<file path="config.mk">
export PLATFORM = sky130hd
export DESIGN_NAME = fjb_front_flat
export DESIGN_NICKNAME = d
export VERILOG_FILES = /design/src/rtl/fjb_pkg.sv /design/src/rtl/fjb_ifs.sv /design/src/rtl/fjb_front.sv /design/src/flat_wrapper.sv
export SDC_FILE = /design/constraint.sdc
export NUM_CORES = 1
export LEC_CHECK = 0
export ABC_AREA = 1
export BUFFER_PORTS_ARGS = -buffer_cell sky130_fd_sc_hd__buf_2
export CAP_MARGIN = 15
export CORE_MARGIN = 3
export CORE_UTILIZATION = 45
export DETAILED_ROUTE_END_ITERATION = 10
export GPL_ROUTABILITY_DRIVEN = 0
export PLACE_DENSITY = 0.72
export SLEW_MARGIN = 0
export SYNTH_ARGS = -nofsm -noshare
export SYNTH_HDL_FRONTEND = slang
export SYNTH_SLANG_ARGS = --single-unit
</file>
<file path="constraint.sdc">
create_clock -name clk -period 2.1 [get_ports clk]
set_input_delay 0.21 -clock clk [delete_from_list [all_inputs] [get_ports clk]]
set_output_delay 0.21 -clock clk [all_outputs]
set_load 0.02 [all_outputs]
</file>
<file path="src/rtl/fjb_pkg.sv">
// fjb_pkg: shared types, constants and helpers for the frame jitter buffer.
// No dependencies; used by every other file of the block but fjb_ifs.
package fjb_pkg;

  localparam int FIFO_BYTES      = 1024;
  localparam int MAX_FRAME_BYTES = 64;
  localparam int FIFO_AW         = $clog2(FIFO_BYTES);
  localparam int REP_AW          = $clog2(MAX_FRAME_BYTES);

  // input item kinds
  localparam logic [1:0] KIND_APPEND  = 2'd0;
  localparam logic [1:0] KIND_TICK    = 2'd1;
  localparam logic [1:0] KIND_REQUEST = 2'd2;
  localparam logic [1:0] KIND_RESET   = 2'd3;

  // result status codes
  localparam logic [1:0] STATUS_NONE   = 2'd0;
  localparam logic [1:0] STATUS_QUEUED = 2'd1;
  localparam logic [1:0] STATUS_REPEAT = 2'd2;

  // configuration register indexes
  localparam logic [1:0] CFG_BLOCK_BYTES = 2'd0;
  localparam logic [1:0] CFG_BLOCK_MS    = 2'd1;
  localparam logic [1:0] CFG_JITTER_MS   = 2'd2;

  localparam logic [6:0]  BLOCK_BYTES_RST = 7'd33;
  localparam logic [9:0]  BLOCK_MS_RST    = 10'd20;
  localparam logic [13:0] JITTER_MS_RST   = 14'd60;
  localparam logic [15:0] CREDIT_START    = 16'd2;

  typedef struct packed {
    logic [6:0]  block_bytes;
    logic [9:0]  block_ms;
    logic [13:0] jitter_ms;
  } cfg_t;

  typedef struct packed {
    logic [1:0] kind;
    logic [7:0] data_byte;
    logic       frame_end;
    logic [7:0] tick_ms;
  } cmd_t;

  // effective frame length: 0 acts as 1, clamp to the repeat store size
  function automatic logic [6:0] frame_len(input logic [6:0] bb);
    logic [6:0] r;
    if (bb == 7'd0) r = 7'd1;
    else if (bb > 7'(MAX_FRAME_BYTES)) r = 7'(MAX_FRAME_BYTES);
    else r = bb;
    return r;
  endfunction

endpackage

</file>
<file path="src/rtl/fjb_ifs.sv">
// fjb_ifs: valid/ready channel interfaces for the frame jitter buffer.
// Depends on nothing; field widths follow the block's item formats.
interface fjb_in_if;
  logic       valid;
  logic       ready;
  logic [1:0] kind;
  logic [7:0] data_byte;
  logic       frame_end;
  logic [7:0] tick_ms;
  modport source(output valid, kind, data_byte, frame_end, tick_ms, input ready);
  modport sink(input valid, kind, data_byte, frame_end, tick_ms, output ready);
endinterface


</file>
<file path="src/rtl/fjb_front.sv">
// fjb_front: accepts input transactions, packs them into commands and
// buffers them in a two-entry queue. Depends on fjb_pkg and fjb_in_if.
module fjb_front (
  input  logic           clk,
  input  logic           rst_n,
  fjb_in_if.sink         in_if,
  output logic           cmd_valid,
  output fjb_pkg::cmd_t  cmd,
  input  logic           cmd_pop
);

  fjb_pkg::cmd_t q_r [2];
  logic [1:0]    count_r, count_nxt;
  logic          wp_r, rp_r;
  logic          push;

  assign in_if.ready = (count_r != 2'd2);
  assign push        = in_if.valid && in_if.ready;
  assign cmd_valid   = (count_r != 2'd0);
  assign cmd         = q_r[rp_r];

  always_comb begin
    count_nxt = count_r;
    if (push && !cmd_pop) count_nxt = count_r + 2'd1;
    else if (!push && cmd_pop) count_nxt = count_r - 2'd1;
  end

  always_ff @(posedge clk) begin
    if (!rst_n) begin
      count_r <= 2'd0;
      wp_r    <= 1'b0;
      rp_r    <= 1'b0;
    end else begin
      count_r <= count_nxt;
      if (push) wp_r <= ~wp_r;
      if (cmd_pop) rp_r <= ~rp_r;
    end
  end

  always_ff @(posedge clk) begin
    if (push) begin
      q_r[wp_r].kind      <= in_if.kind;
      q_r[wp_r].data_byte <= in_if.data_byte;
      q_r[wp_r].frame_end <= in_if.frame_end;
      q_r[wp_r].tick_ms   <= in_if.tick_ms;
    end
  end

endmodule

</file>
<file path="src/flat_wrapper.sv">
// flat-port wrapper written by rule: the top's interface ports become plain ports
module fjb_front_flat 
  (clk, rst_n, cmd_valid, cmd, cmd_pop, in_if_valid, in_if_kind, in_if_data_byte, in_if_frame_end, in_if_tick_ms, in_if_ready);
  fjb_in_if in_if_i ();
  input  logic clk;
  input  logic rst_n;
  output logic cmd_valid;
  output fjb_pkg::cmd_t cmd;
  input  logic cmd_pop;
  input wire logic [$bits(in_if_i.valid)-1:0] in_if_valid;
  input wire logic [$bits(in_if_i.kind)-1:0] in_if_kind;
  input wire logic [$bits(in_if_i.data_byte)-1:0] in_if_data_byte;
  input wire logic [$bits(in_if_i.frame_end)-1:0] in_if_frame_end;
  input wire logic [$bits(in_if_i.tick_ms)-1:0] in_if_tick_ms;
  output wire logic [$bits(in_if_i.ready)-1:0] in_if_ready;
  assign in_if_i.valid = in_if_valid;
  assign in_if_i.kind = in_if_kind;
  assign in_if_i.data_byte = in_if_data_byte;
  assign in_if_i.frame_end = in_if_frame_end;
  assign in_if_i.tick_ms = in_if_tick_ms;
  assign in_if_ready = in_if_i.ready;
  fjb_front u_core (.clk(clk), .rst_n(rst_n), .in_if(in_if_i), .cmd_valid(cmd_valid), .cmd(cmd), .cmd_pop(cmd_pop));
endmodule
</file>
* Word-level counts from Yosys, hierarchy flattened
Memory sizes are Yosys's and may differ from the RTL's. A register that Yosys moved wholly into a read port is not among the register bits.
Cells that the tools add are included.
** Operators by class
- Reductions and logical operators :: 7
- Magnitude comparators :: 0
- Eq/ne operators :: 1
- Shift operators :: 0
- $add $sub $neg :: 2
- Muxes and demuxes :: 6
- Bitwise operators :: 2
- Divide/modulo/power cells :: 0
- Multipliers :: 0
** Operators with widths (number)
- 2-to-1 mux 1 bit :: 4
- 2-to-1 mux 2 bit :: 2
- nonzero test 2 bit :: 2
- logical AND 1 bit :: 3
- adder 2 x 1 -> 2 bit (second input constant) :: 1
- logical NOT 1 bit :: 2
- inequality test 2 bit (second input constant) :: 1
- inverter 1 bit :: 2
- subtractor 2 x 1 -> 2 bit (second input constant) :: 1
** Word-level totals
- RAM bits :: 38
- Memory bits (read-only) :: 0
- Memories kept :: 1
- Output and inout bits :: 21
- Logic and storage cells :: 22
- Bits of input ports :: 23
- Bits in latches :: 0
- Flip-flop bits (word level) :: 4
** Memories
- u_core.q_r :: words 2, width 19, read ports 1, clocked after Yosys merged registers in 1, wr ports 1, line fjb_front.sv:12 : fjb_pkg::cmd_t q_r [2];

* Longest topological paths before layout
- Depth after elaboration :: 6
- Depth in mapped cells :: 11
- Mapped depth without buffers :: 11

* Least setup slack after synthesis
Ideal clock, no wire load.
- Kind :: register to register
- Start :: register u_core.count_r[0]
- End :: memory u_core.q_r[1][0] (netlist name) (enable)
- Slack :: 0.187 ns
- Period minus slack after synthesis :: 1.913 ns
- Path buffers :: 0
- Library setup time :: 0.395 ns
- Arrival :: 1.518 ns
- Data required time :: 1.705 ns
- Cell stages (with the launch flop) :: 5
- Path through :: dfxtp_1 inv_1 nand2_1 nand2_1 nor2_1
** Between the ends
- Word-level cells in the longest chain between the ends :: 4
** Ends and longest elaborated chain
- from (decl) :: line fjb_front.sv:13 : logic [1:0] count_r, count_nxt;
- from (signal assigned) :: line fjb_front.sv:34 : count_r <= count_nxt;
- inequality test 2 bit :: line fjb_front.sv:17 : assign in_if.ready = (count_r != 2'd2);
- net in_if_ready :: line flat_wrapper.sv:15 : output wire logic [$bits(in_if_i.ready)-1:0] in_if_ready;
- logical AND 1 bit :: line fjb_front.sv:18 : assign push = in_if.valid && in_if.ready;
- 2-to-1 mux 1 bit :: line fjb_front.sv:41 : if (push) begin
- 2-to-1 mux 1 bit (not written as such) :: line fjb_front.sv:45 : q_r[wp_r].tick_ms <= in_if.tick_ms;
- to (decl) :: line fjb_front.sv:12
The timed path passes the listed nets, and every way through them passes these cells.

==> flow_metrics.py <==
metrics = {
    "floorplanning": {
        "dieHeight_um": 66.7,
        "io_pins": 44,
        "chipWidth_um": 66.7,
        "dieArea_mm2": 0.00445,
        "fp-row-count": 21,
        "coreArea_mm2": 0.00344,
        "start_util_pct": 48.1,
    },
    "setup_path": {
        "path_class": "flip-flop to output port",
        "critPathTopFamily": "buffers and inverters",
        "r2r_setup_slack_ns": 0.55,
        "critPathRequiredTime_ns": 1.89,
        "cp_num_buf_inv": 2,
        "r2r_cells": 10,
        "slowest_stage": "mux2_2",
        "end_kind": "output port",
        "reg2reg_from": "u_core.count_r[0]",
        "rr_endpoint": "u_core.count_r[1]",
        "crit_end": "cmd[15]",
        "worst_setup_path_start_kind": "flip-flop",
        "worstPathCellList": "buf_4 -> mux2_2 -> buf_2",
        "crit_arrival_ns": 1.39,
        "worstPathMaxFanout": 13,
        "crit_cells": 3,
        "slowest_delay_ns": 0.36,
    },
    "routing": {
        "wl_met2_um": 1460,
        "wl_per_cell_um": 14.0,
        "routedLengthMet1_um": 955,
        "drc": 0,
        "vias_per_cell": 4.88,
        "wl_um": 2740,
        "dr_total_vias": 956,
        "firstDrtPassIters": 4,
        "ant_nets": 0,
        "wl_met3_um": 249,
        "highest_layer": "met4",
        "drtIter0Drc": 30,
    },
    "logic_synthesis": {
        "avgSynthCellArea_um2": 17.4,
        "syn_area_mm2": 0.00166,
        "syn_nets": 119,
        "synth_flop_cell": "edfxtp_1",
        "async_reset_ff_share_pct": 0,
        "synth_seq_area_share_pct": 74.9,
        "ys_ff_latch": 43,
        "synth_top_area_share_pct": 68.9,
        "yosys-top-cells-count": "38 x edfxtp_1, 10 x mux2_4, 9 x mux2_2, 9 x nand2_1",
        "yosysTopAreaCell": "edfxtp_1",
        "synth_most_common_cell": "edfxtp_1",
        "synthTopCellsByArea": "edfxtp_1 69%, mux2_4 9.1%, mux2_2 6.1%, dfxtp_1 6.0%, nand2_1 2.0%",
        "synth_edf_count": 38,
        "synth_cell_types": 14,
        "postSynthCellCount": 95,
        "yosysWarningCount": 0,
    },
    "place": {
        "dp.cells": 188,
        "hpwl_um": 2000,
        "place_ws_ns": 0.582,
        "post_dp_cell_area_mm2": 0.00195,
        "portBuffers": 43,
    },
    "clock_network": {
        "holdBufCountCts": 0,
        "cts_resized": 0,
        "cts_made_buffers": 5,
        "cts_tree": "built",
        "clkTransAtPathRegs_ns": 0.08,
        "clockRootBuffer": "clkbuf_8",
        "clock-sinks": 43,
        "clk_latency_ns": 0.29,
        "cts.path.max_buffers": 2,
        "cts_setup_buffers": 0,
        "htreeDepth": 2,
    },
    "timing": {
        "rsz0062_at_grt": "no",
        "max_clock_freq_mhz": 625,
        "whs_ns": 0.0967,
        "hold_viol_final": 0,
        "tightest_slew_ns": 0.199,
        "relSlewSlack_pct": 86.8,
        "worst_slack_ns": 0.500,
        "post-route-min-period_ns": 1.60,
        "post-route-period-util_pct": 76.2,
        "drv_slew": 0,
        "final.setup.tns_ns": 0,
        "setup_viol": 0,
        "finClkSkew_ns": 0.00242,
    },
    "grt": {
        "grt_max_degree": 15,
        "grt_pass1_wl_um": 4380,
        "grt_overflow": 0,
        "grt_usage_pct": 14.0,
        "grt_pass1_vias": 994,
        "antenna_found_initial": 0,
    },
    "min_path": {
        "whs_path_depth": 1,
        "hp-class": "input pin to flip-flop",
    },
    "final_layout": {
        "finalNetCount": 173,
        "final_cell_area_mm2": 0.00208,
        "drive_gt1_share_pct": 52.0,
        "insertedDiodeCount": 0,
        "instances_no_fill": 196,
        "area_delta_synth_final_pct": 25.8,
    },
    "job": {
        "maxCapViolCount": 0,
    },
    "pwr": {
        "power_density_mw_per_mm2": 1010,
        "power_leakage_nw": 0.858,
        "ir_drop_uv": 671,
    },
    "status": {
        "status": "complete, no violations",
    },
}
## sequential cells by signal (all words and copies together), names as in the netlist, named ones only
signal and count:
u_core.q_r 38, u_core.count_r 2, u_core.rp_r 1, u_core.wp_r 1
## layout by cell type, fill, tap and decap left out, types with 5 or more instances in the layout
cell | synthesis | routed
buf_2 | 0 | 43
edfxtp_1 | 38 | 38
mux2_4 | 10 | 10
mux2_2 | 9 | 9
nand2_1 | 9 | 9
inv_1 | 8 | 8
nor2_1 | 8 | 6
buf_4 | 0 | 6
dfxtp_1 | 5 | 5
clkbuf_8 | 0 | 5
## cell type report
class	instances	area (um^2)
clock buffers	5	68.8
well taps	46	57.6
fillers	284	1360
clock inverters	3	67.6
multi-input cells	42	359
repair buffers	49	260
flip-flops and latches	43	1240
inverters	8	30.0
## metrics by stage
step	power [W]	utilization (%)
2_1_floorplan	0.00126	-
3_3_place_gp	0.00136	56.6
3_5_place_dp	0.00138	56.6
4_1_cts	0.00212	60.6
5_1_grt	0.00219	60.6
6_report	0.00210	60.6
## worst min path at each step
stage,endpoint,from
CTS,u_core.q_r[0][3],in_if_tick_ms[3]
global placement,u_core.q_r[0][16],in_if_data_byte[7]
finish,u_core.q_r[1][3],in_if_tick_ms[3]
detailed placement,u_core.q_r[1][2],in_if_tick_ms[2]
floorplan,u_core.q_r[0][0],in_if_tick_ms[0]
global route,u_core.q_r[1][3],in_if_tick_ms[3]
## power breakdown
group	internal, W	leakage, nW	switching (W)
registers	0.00101	0.396	0.0000215
logic	0.000133	0.398	0.000186
clock network	0.000474	0.0644	0.000274
## cells by family (layout without fill, tap and decap cells)
| logic type | after synthesis | after routing | synth area share, % |
|---|---|---|---|
| compound gates | 3 | 3 | 0.906 |
| flops | 43 | 43 | 74.9 |
| fa+ha+maj | 1 | 1 | 0.755 |
| buf+inv | 10 | 65 | 3.70 |
| simple gates | 19 | 19 | 4.53 |
| mux | 19 | 19 | 15.2 |
## routing by layer
layer / global-route usage, % / vias up
li1: - / 447
met1: 14.0 / 465
met2: 24.1 / 37
met3: 5.56 / 7
met4: 8.38 / 0
met5: 0 / -
Power figures use the tool's default switching activity.
